$ cat src/rtl/core/crn_pkg.sv
// shared constants, types and saturation helpers for the cubic root finder
package crn_pkg;

   localparam int FRAC_BITS      = 16;
   localparam int MAX_ITERATIONS = 64;
   localparam int DATA_W         = 32;
   localparam int CNT_W          = 7;
   localparam int ERR_W          = 31;
   localparam int CSR_IDX_W      = 3;
   localparam int DIV_W          = 64;

   localparam logic signed [DATA_W-1:0] COEF_CUBIC_RST  = 32'sd131072;
   localparam logic signed [DATA_W-1:0] COEF_SQUARE_RST = -32'sd720896;
   localparam logic signed [DATA_W-1:0] COEF_LINEAR_RST = 32'sd1159987;
   localparam logic signed [DATA_W-1:0] COEF_CONST_RST  = -32'sd327680;

   localparam logic [ERR_W-1:0] ERR_MAX = {ERR_W{1'b1}};

   typedef enum logic [CSR_IDX_W-1:0] {
      REG_COEF_CUBIC  = 3'd0,
      REG_COEF_SQUARE = 3'd1,
      REG_COEF_LINEAR = 3'd2,
      REG_COEF_CONST  = 3'd3,
      REG_METHOD_MODE = 3'd4
   } reg_index_type;

   typedef enum logic [1:0] {
      STATUS_OK       = 2'd0,
      STATUS_DEN_ZERO = 2'd1,
      STATUS_EST_ZERO = 2'd2
   } status_type;

   localparam logic MODE_NEWTON = 1'b0;
   localparam logic MODE_SECANT = 1'b1;

   // clamp a wide signed value into the 32-bit signed range
   function automatic logic signed [DATA_W-1:0] sat_wide(input logic signed [63:0] v);
      logic signed [DATA_W-1:0] r;
      if (v > 64'sh0000_0000_7FFF_FFFF) begin
         r = 32'sh7FFF_FFFF;
      end else if (v < -64'sh0000_0000_8000_0000) begin
         r = -32'sh8000_0000;
      end else begin
         r = v[DATA_W-1:0];
      end
      return r;
   endfunction

   // apply the sign to an unsigned quotient magnitude and clamp
   function automatic logic signed [DATA_W-1:0] sat_quot(input logic [DIV_W-1:0] q,
                                                        input logic neg);
      logic [DIV_W-1:0]         nq;
      logic signed [DATA_W-1:0] r;
      nq = ~q + 64'd1;
      if (neg) begin
         if (q > 64'h0000_0000_8000_0000) begin
            r = -32'sh8000_0000;
         end else begin
            r = nq[DATA_W-1:0];
         end
      end else begin
         if (q > 64'h0000_0000_7FFF_FFFF) begin
            r = 32'sh7FFF_FFFF;
         end else begin
            r = q[DATA_W-1:0];
         end
      end
      return r;
   endfunction

endpackage

$ cat src/rtl/core/crn_mul.sv
// shared fixed-point multiplier: floor shift and saturation, registered result
module crn_mul import crn_pkg::*; (
   input  logic                     clock,
   input  logic signed [DATA_W-1:0] op_a,
   input  logic signed [DATA_W-1:0] op_b,
   output logic signed [DATA_W-1:0] prod_q
);

   logic signed [63:0]       prod;
   logic signed [63:0]       prod_sh;
   logic signed [DATA_W-1:0] prod_q_ff;
   logic signed [DATA_W-1:0] prod_q_in;

   always_comb begin
      prod      = 64'(op_a) * 64'(op_b);
      // arithmetic shift rounds toward minus infinity
      prod_sh   = prod >>> FRAC_BITS;
      prod_q_in = sat_wide(prod_sh);
   end

   always_ff @(posedge clock) begin
      prod_q_ff <= prod_q_in;
   end

   assign prod_q = prod_q_ff;

endmodule

$ cat config.mk
export PLATFORM = sky130hd
export DESIGN_NAME = crn_mul
export DESIGN_NICKNAME = d
export VERILOG_FILES = /design/src/rtl/core/crn_pkg.sv /design/src/rtl/core/crn_mul.sv
export SDC_FILE = /design/constraint.sdc
export NUM_CORES = 2
export LEC_CHECK = 0
export BUFFER_PORTS_ARGS = -buffer_cell sky130_fd_sc_hd__buf_4
export CORE_ASPECT_RATIO = 1.5
export CORE_UTILIZATION = 36
export CTS_BUF_LIST = sky130_fd_sc_hd__clkbuf_16
export DETAILED_ROUTE_END_ITERATION = 6
export HOLD_SLACK_MARGIN = 0.12
export PLACE_DENSITY = 0.5
export SETUP_SLACK_MARGIN = 0.15
export SKIP_LAST_GASP = 1
export SYNTH_ARGS = -nofsm -noshare
export SYNTH_HDL_FRONTEND = slang
export SYNTH_SLANG_ARGS = --single-unit
$ cat constraint.sdc
create_clock -name clock -period 24.1 [get_ports clock]
set_input_delay 1.205 -clock clock [delete_from_list [all_inputs] [get_ports clock]]
set_output_delay 1.205 -clock clock [all_outputs]
set_load 0.005 [all_outputs]
==> reports/qor.csv <==
metric,value,unit
yosys_warnings,0,
synth.avg_cell_area,9.34,µm²
drtPass1Iterations,5,
worstPathArrival,10630,ps
drt-vias-per-instance,4.96,
synth.largest_area_cell,fa_1,
cts_tree,yes,
yosysMostFrequentCell,fa_1,
ys_types,83,
tightest_slew,1170,ps
fmax,95.5,MHz
route.vias.total,26300,
synthTopCellsByArea,"fa_1, inv_1, and2_1, ha_1, nand2_1",
ys_async_sr_fraction,0,%
nets,5233,
largest_reg_flops,32,
cts_setup_buffers,0,
clock-root-buffer,clkbuf_16,
port_buffers,96,
fp.dieW,266,µm
max_cap_violations,0,
grt_overflow,0,
grt_pass1_wl,174000,µm
initial_core_util,36.2,%
die_y,398,µm
dpl.cell_count,5296,
startpoint_type,input port,
grt_max_degree,33,
rsz0062_at_grt,false,
final_area,0.0393,mm²
ys_seq_area_share,1.70,%
track_usage,21.6,%
ys_ff_latch,32,
hpwlAfterDp,93400,µm
critPathCaptureType,flip-flop,
synth_area,0.0377,mm²
period_needed,10470,ps
postCtsHoldBufs,0,
status,"complete, no violations",
io_pins,97,
row_count,145,
clk_pin_slew,50,ps
fin_setup_tns,0,ps
synth_nets,5358,
synth-edff-count,0,
fin_cells,5305,
die_area,0.106,mm²
wire_per_inst,20.7,µm
cts_resized,0,
totalWireLength,110000,µm
timing.slew.headroom,22.1,%
netlist_instances,4032,
yosysTopAreaCellShare,57.4,%
drc,0,
crit_type,input port to flip-flop,
syn2layout_area_growth,4.30,%
antenna_left,0,
drv_slew,0,
cts_buffer_depth,2,
core,0.104,mm²
synth_ff_type,dfxtp_1,
finalCritPeriodShare,43.4,%
gp_congestion,0.898,
first_iter_violations,1138,
antenna_found_initial,2,
grt_pass1_vias,30300,
hold_slack,1880,ps
cts_num_sinks,32,
cts_made_buffers,5,
netlist_top_cells_count,"fa_1, inv_1, nand2_1",
min_path_type,flip-flop to output pin,
setup_violations,0,
hold_viol_final,0,
layout-drive-gt1-share,3.43,%
required,24260,ps
cp_max_fo,32,
htree_levels,2,
placed_cell_area,0.0391,mm²
-- area by class of cell --
class	instances	area (µm²)
repair buffers	100	751
diodes	1	2.50
fillers	10800	64700
clock buffers	5	125
flip-flops and latches	32	641
inverters	931	3490
multi-input cells	2837	32500
well taps	1396	1750
clock inverters	3	42.5
-- stage by stage --
| step | utilization, % | setup slack (ps) |
|---|---|---|
| 6_report | 37.8 | 13630 |
| 5_1_grt | 37.8 | 13180 |
| 4_1_cts | 37.8 | 13570 |
| 3_5_place_dp | 37.6 | 13300 |
| 3_3_place_gp | 37.6 | 13470 |
| 2_1_floorplan | - | 14500 |
-- per-layer routing --
| layer | global-route usage, % | share of wire [%] |
|---|---|---|
| met1 | 22.0 | 34 |
| met2 | 44.1 | 59 |
| met3 | 0.927 | 1.8 |
| met4 | 10.4 | 5.8 |
| met5 | 0 | 0.015 |
-- layout by cell type (no fill, tap or decap), types with 22 or more instances in the layout --
| cell | instances |
|---|---|
| nor2_1 | 59 |
| nand4_1 | 26 |
| a21oi_1 | 88 |
| o21a_1 | 47 |
| nand2_1 | 556 |
| inv_1 | 931 |
| ha_1 | 180 |
| xnor2_1 | 37 |
| nor3_1 | 22 |
| buf_4 | 100 |
| fa_1 | 1081 |
| dfxtp_1 | 32 |
| o21ai_0 | 46 |
| and2_1 | 501 |
-- final timing paths --
kind                       start          to  slack (ps)  cells after the start
worst max-delay path    op_a[31]  prod_q[12]       13630                     26
worst min-delay path  prod_q[13]  prod_q[13]        1880                      1
-- critical path, stage by stage --
cell	delay, ps
buf_4	290
nand2_1	150
inv_1	160
fa_1	470
fa_1	500
fa_1	770
inv_1	290
fa_1	990
inv_1	350
fa_1	530
fa_1	540
inv_1	50
fa_1	470
inv_1	50
fa_1	450
ha_1	440
a21oi_1	230
o21ai_0	180
a311o_1	420
a221o_2	340
or4_1	500
nand4b_1	130
nor4bb_1	400
a41oi_2	160
buf_4	270
o21a_1	220
-- logic make-up after synthesis --
| kind of cell | count (synthesis) | share of synthesized area, % |
|---|---|---|
| AO/OA/AOI/OAI | 266 | 4.66 |
| XOR/XNOR | 54 | 1.26 |
| adder cells (fa/ha/maj) | 1261 | 63.4 |
| buffers and inverters | 1163 | 12.1 |
| flip-flops | 32 | 1.70 |
| multiplexers | 3 | 0.0797 |
| AND/OR/NAND/NOR | 1253 | 16.8 |
Power is not shown: default switching activity piles up to over one toggle a cycle in this logic, so the estimate is an artifact.
