File: src/rtl/core/crn_pkg.sv
// shared constants, types and saturation helpers for the cubic root finder
package crn_pkg;

   localparam int FRAC_BITS      = 16;
   localparam int MAX_ITERATIONS = 64;
   localparam int DATA_W         = 32;
   localparam int CNT_W          = 7;
   localparam int ERR_W          = 31;
   localparam int CSR_IDX_W      = 3;
   localparam int DIV_W          = 64;

   localparam logic signed [DATA_W-1:0] COEF_CUBIC_RST  = 32'sd131072;
   localparam logic signed [DATA_W-1:0] COEF_SQUARE_RST = -32'sd720896;
   localparam logic signed [DATA_W-1:0] COEF_LINEAR_RST = 32'sd1159987;
   localparam logic signed [DATA_W-1:0] COEF_CONST_RST  = -32'sd327680;

   localparam logic [ERR_W-1:0] ERR_MAX = {ERR_W{1'b1}};

   typedef enum logic [CSR_IDX_W-1:0] {
      REG_COEF_CUBIC  = 3'd0,
      REG_COEF_SQUARE = 3'd1,
      REG_COEF_LINEAR = 3'd2,
      REG_COEF_CONST  = 3'd3,
      REG_METHOD_MODE = 3'd4
   } reg_index_type;

   typedef enum logic [1:0] {
      STATUS_OK       = 2'd0,
      STATUS_DEN_ZERO = 2'd1,
      STATUS_EST_ZERO = 2'd2
   } status_type;

   localparam logic MODE_NEWTON = 1'b0;
   localparam logic MODE_SECANT = 1'b1;

   // clamp a wide signed value into the 32-bit signed range
   function automatic logic signed [DATA_W-1:0] sat_wide(input logic signed [63:0] v);
      logic signed [DATA_W-1:0] r;
      if (v > 64'sh0000_0000_7FFF_FFFF) begin
         r = 32'sh7FFF_FFFF;
      end else if (v < -64'sh0000_0000_8000_0000) begin
         r = -32'sh8000_0000;
      end else begin
         r = v[DATA_W-1:0];
      end
      return r;
   endfunction

   // apply the sign to an unsigned quotient magnitude and clamp
   function automatic logic signed [DATA_W-1:0] sat_quot(input logic [DIV_W-1:0] q,
                                                        input logic neg);
      logic [DIV_W-1:0]         nq;
      logic signed [DATA_W-1:0] r;
      nq = ~q + 64'd1;
      if (neg) begin
         if (q > 64'h0000_0000_8000_0000) begin
            r = -32'sh8000_0000;
         end else begin
            r = nq[DATA_W-1:0];
         end
      end else begin
         if (q > 64'h0000_0000_7FFF_FFFF) begin
            r = 32'sh7FFF_FFFF;
         end else begin
            r = q[DATA_W-1:0];
         end
      end
      return r;
   endfunction

endpackage

File: src/rtl/core/crn_div.sv
// radix-2 restoring divider, one quotient bit per cycle
module crn_div import crn_pkg::*; (
   input  logic              clock,
   input  logic              reset,
   input  logic              start,
   input  logic [DIV_W-1:0]  dividend,
   input  logic [DATA_W-1:0] divisor,
   output logic              busy,
   output logic              done,
   output logic [DIV_W-1:0]  quotient
);

   localparam int CYC_W = $clog2(DIV_W + 1);

   logic [CYC_W-1:0]  cnt_ff, cnt_in;
   logic              done_ff, done_in;
   logic [DIV_W-1:0]  quo_ff, quo_in;
   logic [DATA_W-1:0] rem_ff, rem_in;
   logic [DATA_W-1:0] dvs_ff, dvs_in;
   logic [DATA_W:0]   shifted;
   logic [DATA_W:0]   diff;
   logic              fits;

   assign busy = (cnt_ff != '0);

   always_comb begin
      shifted = {rem_ff, quo_ff[DIV_W-1]};
      diff    = shifted - {1'b0, dvs_ff};
      fits    = (shifted >= {1'b0, dvs_ff});
      cnt_in  = cnt_ff;
      done_in = 1'b0;
      quo_in  = quo_ff;
      rem_in  = rem_ff;
      dvs_in  = dvs_ff;
      if (start) begin
         quo_in = dividend;
         rem_in = '0;
         dvs_in = divisor;
         cnt_in = CYC_W'(DIV_W);
      end else if (busy) begin
         quo_in = {quo_ff[DIV_W-2:0], fits};
         rem_in = fits ? diff[DATA_W-1:0] : shifted[DATA_W-1:0];
         cnt_in = cnt_ff - 1'b1;
         if (cnt_ff == CYC_W'(1)) begin
            done_in = 1'b1;
         end
      end
   end

   always_ff @(posedge clock) begin
      if (reset) begin
         cnt_ff  <= '0;
         done_ff <= 1'b0;
      end else begin
         cnt_ff  <= cnt_in;
         done_ff <= done_in;
      end
   end

   always_ff @(posedge clock) begin
      quo_ff <= quo_in;
      rem_ff <= rem_in;
      dvs_ff <= dvs_in;
   end

   assign done     = done_ff;
   assign quotient = quo_ff;

endmodule

File: config.mk
export PLATFORM = sky130hd
export DESIGN_NAME = crn_div
export DESIGN_NICKNAME = d
export VERILOG_FILES = /design/src/rtl/core/crn_pkg.sv /design/src/rtl/core/crn_div.sv
export SDC_FILE = /design/constraint.sdc
export NUM_CORES = 1
export LEC_CHECK = 0
export ABC_CLOCK_PERIOD_IN_PS = 8550
export BUFFER_PORTS_ARGS = -buffer_cell sky130_fd_sc_hd__buf_2
export CAP_MARGIN = 15
export CORE_MARGIN = 4
export CORE_UTILIZATION = 50
export CTS_BUF_LIST = sky130_fd_sc_hd__clkbuf_4 sky130_fd_sc_hd__clkbuf_8 sky130_fd_sc_hd__clkbuf_16
export CTS_CLUSTER_SIZE = 10
export DETAILED_ROUTE_END_ITERATION = 10
export HOLD_SLACK_MARGIN = 0.05
export PLACE_DENSITY = 0.86
export SYNTH_ARGS = -nofsm -noshare
export SYNTH_HDL_FRONTEND = slang
export SYNTH_SLANG_ARGS = --single-unit
export TNS_END_PERCENT = 5
File: constraint.sdc
create_clock -name clock -period 8.55 [get_ports clock]
set_clock_uncertainty 0.2 [all_clocks]
set_input_delay 1.71 -clock clock [delete_from_list [all_inputs] [get_ports clock]]
set_output_delay 1.71 -clock clock [all_outputs]
set_load 0.005 [all_outputs]
==> results by stage, run 1 <==
Floorplan:
- The placeable core area is 0.0141 mm2.
- From left edge to right edge, the die measures 129 um.
- The die height is 129 um.
- The floorplan has 43 rows.
- The floorplan step defined a die boundary enclosing 0.0166 mm2.
- The number of placed I/O pins is approximately 170.
- The initial core utilization is 0.519.

Detailed routing:
- For this block, the routed nets add up to around 18,000 um of wire.
- For this block, the initial DRC count from the detailed router was around 340.
- The number of design rule violations left after detail routing is 0.
- The first-pass iteration count of the detailed router is 5.
- The mean number of vias per cell is 5.51.
- The routed layout has 5,651 vias.
- The per-cell routed wire length is 17.3 um.
- Once detail routing completed, the nets flagged for antenna violations numbered 0.

Layout:
- The net total in the final layout is between 900 and 1,000.
- The layout cell share with drive strength beyond 1 is 0.327.
- The most common library cell in the layout ignoring fill and taps is buf_2.
- Compared with the post-synthesis result, the final layout area differs by 20.8%.
- Once layout is complete, the utilization of the core stands at 0.627.
- Leaving out fill and tap cells, the most frequent cells in the layout are buf_2, edfxtp_1, nand2_1.

Yosys:
- The share of synthesized area spent on multiplexers is 0.101.
- Of the total synthesized cell area, the portion taken by AND, OR, NAND and NOR gates is 0.116.
- The post-synth net total is just over 800.
- The average footprint of a synthesized cell is about 11 um2.
- After synthesis, the largest family of logic cells by area is compound AO/OA/AOI/OAI gates.
- Of the total synthesized cell area, the portion taken by full adders, half adders and majority gates is 0.0609.
- The post-synthesis compound-gate area fraction came to 0.133.
- The XOR/XNOR share of the synthesized area is 0.0371.
- For this run, the number of Yosys warnings is 0.
- The portion of the post-synthesis area used by sequential elements is 0.503.
- In the synthesized netlist, the number of instances is approximately 680.
- The number of distinct library cells after synthesis is 56.
- Synthesis inferred about 140 register bits.
- The synthesized netlist occupies a cell area of roughly 0.0073 mm2.

Worst hold path:
- The worst min-delay path category is reg2reg.

Clocking:
- Clock-pin slew was measured on the worst setup and hold paths at approximately 0.060 ns.
- TritonCTS built the clock tree.
- In this run the clock root is driven by a clkbuf_16.
- For this design, the CTS-stage hold fixing added 0 buffers.
- The longest clock path from root to sink contains 2 buffers.
- The clock net in this run drives a total of roughly 140 sinks.
- Buffers added to address setup during post-CTS repair amount to 0.
- The number of levels in the clock H-tree is 4.
- Gates resized during post-CTS repair numbered 0.
- The number of clock buffers added by TritonCTS is 17.
- The insertion delay to the later sink of the worst-skew pair is 0.43 ns.

Run:
- The count of max-cap constraint violations is 0.

Worst setup path:
- The cell family contributing the most delay on the critical path is buffers and inverters.
- Along the worst path, the maximum fanout reaches a little under 70.
- The worst endpoint data arrival time is around 2 ns.
- The count of buffer and inverter cells on the critical path is 3.
- The critical path goes through inv_1, ha_1, nand3_2, buf_4, buf_2.
- The standard cell with the maximum stage delay on the critical path is buf_4.
- The critical path endpoint category is an output pin.
- The startpoint-to-endpoint class of the critical path is reg2out.
- Data on the critical path is required at its endpoint by 6.64 ns.
- The largest single stage delay on the critical path is between 0.5 and 0.6 ns.
- The critical path launch point type is a flip-flop.

STA:
- The number of max-slew violations in the final report came to 0.
- The minimum clock period is between 3 and 4 ns.
- Setup repair after global routing left no endpoint under its margin.
- The number of hold violations in the final report is 0.
- The final number of setup-violating endpoints is 0.
- The ratio of final minimum period to clock period is 0.456.
- The setup total negative slack is 0 ns.
- Timing would allow up to between 200 and 300 MHz.
- The worst pin sits at a relative slew slack of 0.468.
- The actual transition at the worst max-transition pin is 0.797 ns.

GRT:
- For this run the aggregate overflow at the end of global routing stands at 0.
- Entering global routing, the biggest net connects 69 pins.
- The global-route wire length before repair is about 28,000 um.
- The via count of the first global-routing pass was slightly below 6,000.
- The global router's overall resource usage is 0.216.
- The number of antenna violations at the first check in global routing was 2.

Pwr:
- The static power due to leakage is approximately 3.8 nW.
- The worst ir drop on vdd is roughly 0.00019 V.
- The power density normalized to cell area is between 300 and 400 mW/mm2.

Place:
- The routability congestion estimate from global placement is between 0.8 and 0.9.
- During placement, the flow inserted port buffers numbering 164.
- Summed over all nets, the half-perimeter wirelength after detailed placement is between 10,000 and 15,000 um.

Run status:
- The flow ran to the end, and the final reports show no timing, DRC or antenna violations.
## cells by family (layout without fill, tap and decap cells)
logic type,Yosys count,count (layout)
adder cells (fa/ha/maj),35,35
AND/OR/NAND/NOR,191,191
multiplexers,66,66
AO/OA/AOI/OAI,139,139
flip-flops,136,136
other,0,1
XOR/XNOR,31,31
buffers and inverters,78,247
## state kept, by name (all words and copies together) (netlist names)
signal and count:
rem_ff 32, done 1, cnt_ff 7, quotient 64
dvs_ff 32
## per-stage QoR
step / power, W / hold WS, ns / instances / setup WS, ns / cell area [um2]
after floorplan: 0.00188 / 0.253 / 676 / 4.80 / 7320
after global placement: 0.00216 / 0.266 / 992 / 4.88 / 8230
after detailed placement: 0.00220 / 0.279 / 992 / 4.83 / 8230
after CTS: 0.00293 / 0.289 / 1024 / 4.64 / 8810
after global routing: 0.00314 / 0.320 / 1025 / 4.50 / 8840
final: 0.00294 / 0.288 / 1026 / 4.65 / 8840
## cells in the mapped netlist, drive strengths merged
| library cell | number | area share |
|---|---|---|
| o22ai | 1 | 0.00086 |
| ha | 34 | 0.058 |
| edfxtp | 96 | 0.39 |
| o211ai | 7 | 0.0072 |
| nand4 | 8 | 0.0089 |
| fa | 1 | 0.0027 |
| a22oi | 1 | 0.0010 |
| mux2i | 2 | 0.0027 |
| a211oi | 4 | 0.0048 |
| o211a | 2 | 0.0027 |
| or3 | 5 | 0.0043 |
| a2111oi | 2 | 0.0024 |
| xnor2 | 21 | 0.025 |
| nor4 | 2 | 0.0026 |
| or3b | 1 | 0.0012 |
| a311oi | 28 | 0.034 |
| nor3b | 1 | 0.0010 |
| dfxtp | 40 | 0.11 |
| clkbuf | 19 | 0.0099 |
| nor2b | 3 | 0.0026 |
| o21a | 8 | 0.0082 |
| o21bai | 8 | 0.0082 |
| nand2 | 78 | 0.040 |
| and3 | 1 | 0.00086 |
| o311ai | 2 | 0.0024 |
| mux2 | 64 | 0.098 |
| buf | 14 | 0.015 |
| xor2 | 10 | 0.012 |
| a21oi | 36 | 0.027 |
| nand2b | 4 | 0.0034 |
| inv | 45 | 0.023 |
| a31oi | 4 | 0.0034 |
| nand3 | 14 | 0.0096 |
| nor3 | 9 | 0.0062 |
| or2 | 3 | 0.0026 |
| o31ai | 1 | 0.0010 |
| a211o | 2 | 0.0024 |
| a21o | 13 | 0.013 |
| nor2 | 61 | 0.032 |
| nor4bb | 1 | 0.0014 |
| o21ai | 19 | 0.013 |
| o2111ai | 1 | 0.0012 |
## layout make-up
cell class	instances	area (um2)
clock buffers	19	440
multi-input cells	462	3290
clock inverters	13	143
repair buffers	170	888
diodes	1	2.50
inverters	45	169
well taps	180	225
flip-flops and latches	136	3680
fillers	1107	5260
## where the power goes
group,switching [W],internal (W),total [W]
combinational,0.000656,0.000489,0.00114
sequential,0.000129,0.000943,0.00107
clock,0.000287,0.000438,0.000726
total,0.00107,0.00187,0.00294
## routing by layer
metal | up-vias | share of wire | wire [um] | global-route usage
met5 | - | 0.0019 | 34 | 0
met4 | 4 | 0.019 | 332 | 0.0729
met3 | 32 | 0.083 | 1470 | 0.0834
met2 | 200 | 0.49 | 8640 | 0.357
met1 | 2631 | 0.41 | 7250 | 0.258
li1 | 2784 | - | - | -
## final timing paths
kind	cells past startpoint	to	slack [ns]	startpoint
worst max register to register	11	rem_ff[28]	5.26	dvs_ff[20]
worst min register to register	2	rem_ff[4]	0.29	rem_ff[3]
worst max-delay path	5	busy	4.65	cnt_ff[0]
worst min-delay path	2	rem_ff[4]	0.29	rem_ff[3]
## worst min-delay path, delay by kind of cell (launching register included)
kind / cells / cell delay (ns)
compound gates: 1 / 0.07
flops: 1 / 0.32
simple gates: 1 / 0.06
Power figures use the tool's default switching activity.
==> inputs of run 2 (changes only) <==
--- a/config.mk
+++ b/config.mk
@@ -5,7 +5,7 @@
 export SDC_FILE = /design/constraint.sdc
 export NUM_CORES = 1
 export LEC_CHECK = 0
-export ABC_CLOCK_PERIOD_IN_PS = 8550
+export ABC_CLOCK_PERIOD_IN_PS = 4000
 export BUFFER_PORTS_ARGS = -buffer_cell sky130_fd_sc_hd__buf_2
 export CAP_MARGIN = 15
 export CORE_MARGIN = 4
==> constraint.sdc (replaced) <==
create_clock -name clock -period 4 [get_ports clock]
set_clock_uncertainty 0.2 [all_clocks]
set_input_delay 0.8 -clock clock [delete_from_list [all_inputs] [get_ports clock]]
set_output_delay 0.8 -clock clock [all_outputs]
set_load 0.005 [all_outputs]
==> run 2 against run 1 <==
Worst setup slack worse by 4.1 ns. Global-route usage is 0.093 points higher. Cell count is 0.29% higher. Largest cell class unchanged. Non-clock buffer count is 3 higher. Final area is 1.2% higher. Largest power group unchanged. Via count is 0.81% lower.
==> results by stage, run 2 (synthesis results as in run 1) <==
Run status:
- The flow ran to the end, and the final reports show no timing, DRC or antenna violations.

GRT:
- The global-route wire length before repair is 28,200 um (-0.59%).
- The number of antenna violations at the first check in global routing was 3 (+1).
- The via count of the first global-routing pass is 5,642 (-2.8%).
- The global router's overall resource usage was 0.217 (+0.000930).
- The total grt overflow is 0 (unchanged).
- The largest net degree at the start of global routing is 65 (-5.8%).

Clocking:
- The clock tree from TritonCTS is done.
- The setup fix buffers added after clock tree synthesis is 0 (unchanged).
- The clock tree buffer depth is 2 (unchanged).
- The number of clock sinks seen by CTS is 136 (unchanged).
- The clock tree root driver cell is clkbuf_16.
- The CTS buffer count is 17 (unchanged).
- The insertion delay to the later sink of the worst-skew pair is 0.43 ns (about the same).
- The number of hold buffers added after CTS came to 0 (unchanged).
- The number of levels in the clock H-tree was 4 (unchanged).
- The post-CTS clock slew at the launch and capture registers of the worst setup and hold paths is 0.06 ns (about the same).
- The quantity of gates resized following cts is 0 (unchanged).

STA:
- The setup total negative slack is 0 ns (unchanged).
- The number of max-slew violations in the final report is 0 (unchanged).
- The maximum operating frequency is around 290 MHz.
- Setup repair after global routing left no endpoint under its margin.
- Dividing the final minimum period by the clock period gives 0.851.
- The actual transition at the worst max-transition pin came to 0.652 ns (-0.145 ns).
- The remaining max-slew budget at the tightest pin is 0.565 (+0.0961).
- The setup slack of the critical path after layout is 0.597 ns (-4.05 ns).
- The worst path needs approximately 3.4 ns of the cycle, external delays included.
- The final number of setup-violating endpoints is 0 (unchanged).
- The number of hold violations in the final report is 0 (unchanged).

Detailed routing:
- The met2 layer wire length in the routed design is 8660 um (+0.23%).
- The mean number of vias per cell is 5.45 (-1.1%).
- The count of vias placed by the detailed router was 5,605 (-0.81%).
- The first-pass iteration count of the detailed router was 5 (unchanged).
- The number of routed nets with antenna violations was 0 (unchanged).
- The met1 routed wirelength after detailed routing is 7290 um (+0.55%).
- The number of design rule violations left after detail routing is 0 (unchanged).
- In this run the top signal layer used is met5.
- The detailed route wirelength on metal3 is 1440 um (-1.8%).
- The per-cell routed wire length came to 17.2 um (-0.28%).
- The initial DRC count is 388 (+13%).
- The final wirelength came to 17,700 um (about the same).

Layout:
- The net total in the final layout is 969 (+0.31%).
- The most common library cell in the layout ignoring fill and taps is buf_2.
- The number of flip-flops in the largest register is 64 (unchanged).
- The final design utilization came to 0.635 (+0.00772).
- The number of cells in the finished layout apart from fillers is 1,029 (+0.29%).
- The post-synthesis to final-layout area growth is 22.2%.
- Leaving out fill and tap cells, the most frequent cells in the layout are buf_2, edfxtp_1, nand2_1.
- The layout cell share with drive strength beyond 1 is 0.329 (+0.00238).

Floorplan:
- The die height is 129 um (unchanged).
- The die area is 0.0166 mm2 (unchanged).
- The die width is 129 um (unchanged).
- The initial core utilization is 0.519 (unchanged).
- The number of placed I/O pins came to 165 (unchanged).
- The placeable core area came to 0.0141 mm2 (unchanged).
- The row count came to 43 (unchanged).

Pwr:
- The total design power is 0.00650 W (+120%).
- The worst ir drop on vdd is 0.000445 V (+130%).
- The clock group share of total power came to 0.272 (+0.025).
- The sequential power share is 0.348 (-0.016).
- The switching share of power is 0.355 (-0.00927).
- The design internal power is 0.00419 W (+120%).
- The static power due to leakage is 3.88 nW (+1.5%).
- The power density normalized to cell area is 727 mW/mm2 (+120%).
- The combinational group share of total power is 0.380 (-0.009).
- The switching power is 0.00231 W (+120%).

Place:
- The post-placement cell count is 996 (+0.40%).
- The routability congestion estimate from global placement came to 0.866 (-2.7%).
- The half-perimeter wire length of the detailed placement result is 12,800 um (-0.32%).
- The post-place setup slack was 0.687 ns (-4.15 ns).
- The number of buffers added on ports came to 164 (unchanged).

Worst setup path:
- The worst setup path is launched from a flip-flop.
- The standard cell with the maximum stage delay on the critical path is nor2_2.
- The worst endpoint data arrival time is 3.51 ns (+1.52 ns).
- Walking the worst path, the cells encountered are inv_1, ha_1, a21oi_1, o21a_1, nor2_1, nor3_1, a21oi_4, nor2_2, buf_4, nand2_1, a311oi_1.
- STA classifies the critical path endpoint as a flip-flop.
- The peak fanout along the critical path is 14 (-79%).
- The startpoint-to-endpoint class of the critical path is reg2reg.
- The data required time of the worst path was 4.11 ns (-2.53 ns).
- The largest stage delay on the critical path is 0.52 ns (about the same).

Run:
- The count of max-cap constraint violations is 0 (unchanged).

Worst hold path:
- The tightest min-delay check is of the reg2reg type.
## run 2: path summary, 6_finish.rpt
check                                  end  startpoint  cells after the start  slack [ns]
worst max-delay path            rem_ff[15]  dvs_ff[20]                     11        0.60
worst min-delay path             rem_ff[1]   rem_ff[1]                      2        0.28
worst max register to register  rem_ff[15]  dvs_ff[20]                     11        0.60
worst min register to register   rem_ff[1]   rem_ff[1]                      2        0.28
## run 2: layer usage
metal | vias up | GRT usage
met3 | 23 | 0.0801
met1 | 2605 | 0.262
met4 | 4 | 0.0778
li1 | 2784 | -
met5 | - | 0
met2 | 189 | 0.356
## run 2: power groups by stage
stage / Sequential (W) / Combinational (W) / Clock, W
after global routing: 0.00231 / 0.00276 / 0.00186
after floorplan: 0.00225 / 0.00177 / 0
after CTS: 0.00226 / 0.00247 / 0.00179
final: 0.00226 / 0.00247 / 0.00177
after detailed placement: 0.00227 / 0.00245 / 0
after global placement: 0.00227 / 0.00240 / 0
## run 2: area by class of cell
cell class / count / area (um2)
timing repair buffer: 173 / 916
multi-input combinational: 462 / 3290
clock inverter: 13 / 218
inverter: 45 / 169
sequential: 136 / 3680
antenna: 1 / 2.50
clock buffer: 19 / 447
fill: 1133 / 5150
tap: 180 / 225
## run 2: through the flow
| stage | instance area, um2 | hold slack, ns |
|---|---|---|
| after floorplan | 7320 | 0.253 |
| after global placement | 8280 | 0.273 |
| after detailed placement | 8280 | 0.274 |
| after CTS | 8940 | 0.285 |
| after global routing | 8950 | 0.316 |
| final | 8950 | 0.282 |
## run 2: critical path, delay by kind of cell, from the launching register on
family / cells / cell delay, ns
and+or+nand+nor: 4 / 1.02
AOI/OAI and AO/OA: 4 / 1.03
adders and majority gates: 1 / 0.38
DFF: 1 / 0.33
buffers and inverters: 2 / 0.33
==> inputs of run 3 (changes only) <==
==> config.mk (replaced) <==
export PLATFORM = sky130hd
export DESIGN_NAME = crn_div
export DESIGN_NICKNAME = d
export VERILOG_FILES = /design/src/rtl/core/crn_pkg.sv /design/src/rtl/core/crn_div.sv
export SDC_FILE = /design/constraint.sdc
export NUM_CORES = 1
export LEC_CHECK = 0
export ABC_CLOCK_PERIOD_IN_PS = 2900
export BUFFER_PORTS_ARGS = -buffer_cell sky130_fd_sc_hd__buf_4
export CAP_MARGIN = 15
export CORE_MARGIN = 4
export CORE_UTILIZATION = 50
export CTS_BUF_LIST = sky130_fd_sc_hd__clkbuf_2
export CTS_CLUSTER_SIZE = 10
export DETAILED_ROUTE_END_ITERATION = 10
export HOLD_SLACK_MARGIN = 0.05
export PLACE_DENSITY = 0.89
export SYNTH_ARGS = -nofsm -noshare
export SYNTH_HDL_FRONTEND = slang
export SYNTH_SLANG_ARGS = --single-unit
export TNS_END_PERCENT = 5
==> constraint.sdc (replaced) <==
create_clock -name clock -period 2.9 [get_ports clock]
set_clock_uncertainty 0.2 [all_clocks]
set_input_delay 0.58 -clock clock [delete_from_list [all_inputs] [get_ports clock]]
set_output_delay 0.58 -clock clock [all_outputs]
set_load 0.005 [all_outputs]
==> run 3 against run 2 <==
The run now ends with setup timing left. Routed wire length rose by 24%. Hold slack better by 0.032 ns. Sequential cell count unchanged. Combinational power increased by 77%. Count of clock-buffer cells in the layout fell by 2. Clock power decreased by 36%. Worst setup slack worse by 0.68 ns. Final area up 17%. Maximum frequency increased by 14%. Power increased by 34%. Critical endpoint is now rem_ff[30]. Largest power group unchanged.
==> results by stage, run 3 (synthesis results as in run 1) <==
Run status:
- The run finished, with violations left.
- The checks that failed: setup timing.

STA:
- The minimum clock period came to 2.98 ns (-0.418 ns).
- The setup slack of the critical path after layout is -0.0845 ns (-0.682 ns).
- The remaining max-slew budget at the tightest pin was 0.610 (+0.0458).
- The number of max-slew violations in the final report is 0 (unchanged).
- The actual transition at the worst max-transition pin was 0.578 ns (-0.0741 ns).
- The ratio of final minimum period to clock period is 1.03 (+0.178).
- Setup repair after global routing could not meet its margin everywhere.
- The maximum operating frequency is 335 MHz (+14%).
- The number of hold violations in the final report came to 0 (unchanged).
- The final number of setup-violating endpoints came to 2 (+2).

Clocking:
- The number of clock sinks seen by CTS is 136 (unchanged).
- TritonCTS built the clock tree.
- The post-CTS clock slew at the launch and capture registers of the worst setup and hold paths is 0.24 ns (+0.18 ns).
- The tree is rooted in a clkbuf_2.
- The number of levels in the clock H-tree came to 4 (unchanged).
- The CTS buffer count is 17 (unchanged).
- The insertion delay to the later sink of the worst-skew pair is 0.75 ns (+0.32 ns).
- The clock tree buffer depth is 2 (unchanged).

Worst setup path:
- The peak fanout along the critical path is 3 (-11).
- The cell that appears most often on the critical path is o211ai_1.
- The startpoint-to-endpoint class of the critical path is reg2reg.
- The cell family contributing the most delay on the critical path is compound AO/OA/AOI/OAI gates.
- STA classifies the critical path startpoint as a flip-flop.
- The data required time of the worst path came to 3.39 ns (-0.72 ns).
- The count of cells along the worst register-to-register path came to 12 (+1).
- The critical path endpoint category is a flip-flop.
- The capturing point of the worst reg2reg path is rem_ff[30].
- The register-to-register path setup slack is -0.08 ns (-0.68 ns).
- The worst endpoint data arrival time is 3.47 ns (-0.04 ns).
- The startpoint identified for the worst register-to-register timing path is quotient[63].
- On the critical path, the stage with the largest delay is an instance of edfxtp_1.
- The count of buffer and inverter cells on the critical path is 1 (-1).
- The signal on the critical path passes through inv_1, ha_2, fa_2, nor2b_2, o211ai_1, a31oi_2, o21a_1, o211ai_1, o21bai_1, o31ai_1, or3_1, a311oi_2.
- The largest stage delay on the critical path is 0.40 ns (-0.12 ns).

GRT:
- The total grt overflow came to 0 (unchanged).
- The number of antenna violations at the first check in global routing is 3 (unchanged).
- The largest net degree at the start of global routing is 37 (-43%).
- The global-route wire length before repair is 34,100 um (+21%).
- The via count of the first global-routing pass came to 6,607 (+17%).
- The global router's overall resource usage came to 0.263 (+0.0466).

Layout:
- The number of cells in the finished layout apart from fillers is 1,166 (+13%).
- The number of flip-flops in the largest register came to 64 (unchanged).
- The area used by multi-input combinational logic is 0.00353 mm2 (+7.5%).
- The area of all sequential standard cells is 0.00368 mm2 (unchanged).
- The fill cell total of the finished layout is 914 (-19%).
- The post-synthesis to final-layout area growth is 42.6%.
- The most common library cell in the layout ignoring fill and taps is buf_4.
- The net total in the final layout is 1,103 (+14%).
- In the layout the commonest cells are buf_4, dlygate4sd3_1, edfxtp_1.
- The layout cell share with drive strength beyond 1 came to 0.359 (+0.0305).
- The post-route cell area is 0.0104 mm2 (+17%).

Detailed routing:
- The first-pass iteration count of the detailed router is 6 (+1).
- The initial DRC count is 622 (+60%).
- The per-cell routed wire length is 18.9 um (+9.7%).
- The count of vias placed by the detailed router is 6,557 (+17%).
- The mean number of vias per cell is 5.62 (+3.2%).
- The final wirelength is 22,000 um (+24%).
- The number of routed nets with antenna violations is 0 (unchanged).
- The number of design rule violations left after detail routing is 0 (unchanged).

Pwr:
- The worst ir drop on vdd is 0.000540 V (+21%).
- The static power due to leakage is 4.44 nW (+14%).
- The power density normalized to cell area is 832 mW/mm2 (+14%).

Worst hold path:
- The instance count along the most critical hold path is 2 (unchanged).
- The worst min-delay path startpoint is rem_ff[2].
- In this run the worst hold path is classified as reg2reg.
- The endpoint with the worst hold slack is rem_ff[3].

Place:
- The number of buffers added on ports is 164 (unchanged).
- The routability congestion estimate from global placement is 0.904 (+4.3%).
- The post-placement cell count is 1,030 (+3.4%).
- The half-perimeter wire length of the detailed placement result is 14,300 um (+12%).
- The placed instance area was 0.00894 mm2 (+8.0%).

Floorplan:
- The initial core utilization was 0.519 (unchanged).
- The die height is 129 um (unchanged).
- The die width is 129 um (unchanged).
- The placeable core area came to 0.0141 mm2 (unchanged).
- The number of placed I/O pins is 165 (unchanged).
- The die area came to 0.0166 mm2 (unchanged).
- The row count is 43 (unchanged).

Run:
- The count of max-cap constraint violations is 0 (unchanged).
[run 3: per-stage QoR]
| step | total power (W) | util | TNS, ns | worst slack, ns | hold slack [ns] |
|---|---|---|---|---|---|
| floorplan | 0.00555 | - | 0 | 0.0666 | 0.253 |
| global placement | 0.00691 | 0.634 | 0 | 0.00752 | 0.272 |
| detailed placement | 0.00703 | 0.634 | -0.263 | -0.0836 | 0.288 |
| CTS | 0.00835 | 0.724 | -0.0238 | -0.0238 | 0.246 |
| global route | 0.00922 | 0.740 | -1.78 | -0.228 | 0.264 |
| finish | 0.00868 | 0.741 | -0.132 | -0.0845 | 0.314 |
[run 3: per-layer routing]
layer	vias up	GRT usage	wire (um)
met1	3114	0.308	8590
li1	3070	-	-
met3	45	0.0868	1850
met4	0	0.0760	520
met2	328	0.461	11100
met5	-	0	0
[run 3: area by class of cell]
class | count | area share
sequential | 136 | 0.353
multi-input combinational | 462 | 0.338
timing repair buffer | 307 | 0.248
tap | 180 | 0.0216
inverter | 45 | 0.0162
clock inverter | 15 | 0.0137
clock buffer | 17 | 0.00815
antenna | 4 | 0.000959
[run 3: tightest hold or removal path, delay by kind of cell, from the launching register on]
| family | cells | cell delay (ns) |
|---|---|---|
| DFF | 1 | 0.38 |
| AOI/OAI and AO/OA | 1 | 0.07 |
| and+or+nand+nor | 1 | 0.06 |
[run 3: power by group]
| group | internal (W) | leakage (nW) | total (W) | switching, W |
|---|---|---|---|---|
| logic | 0.00208 | 3.01 | 0.00436 | 0.00227 |
| registers | 0.00277 | 1.30 | 0.00320 | 0.000432 |
| clock network | 0.000327 | 0.127 | 0.00113 | 0.000799 |
[run 3: worst max path at each step]
stage | start | slack (ns) | cells after the start | end
2_1_floorplan | quotient[63] | 0.07 | 12 | rem_ff[30]
3_3_place_gp | quotient[63] | 0.008 | 12 | rem_ff[30]
3_5_place_dp | quotient[63] | -0.08 | 12 | rem_ff[30]
4_1_cts | quotient[63] | -0.02 | 12 | rem_ff[30]
5_1_grt | quotient[63] | -0.23 | 12 | rem_ff[30]
6_report | quotient[63] | -0.08 | 12 | rem_ff[30]
[run 3: repair_timing]
item,CTS,global route
hold buffers,98,0
buffers inserted,1,1
hold endpoints to repair,106,0
gates resized for setup,10,42
setup endpoints to repair,16,32
pin swaps,3,10
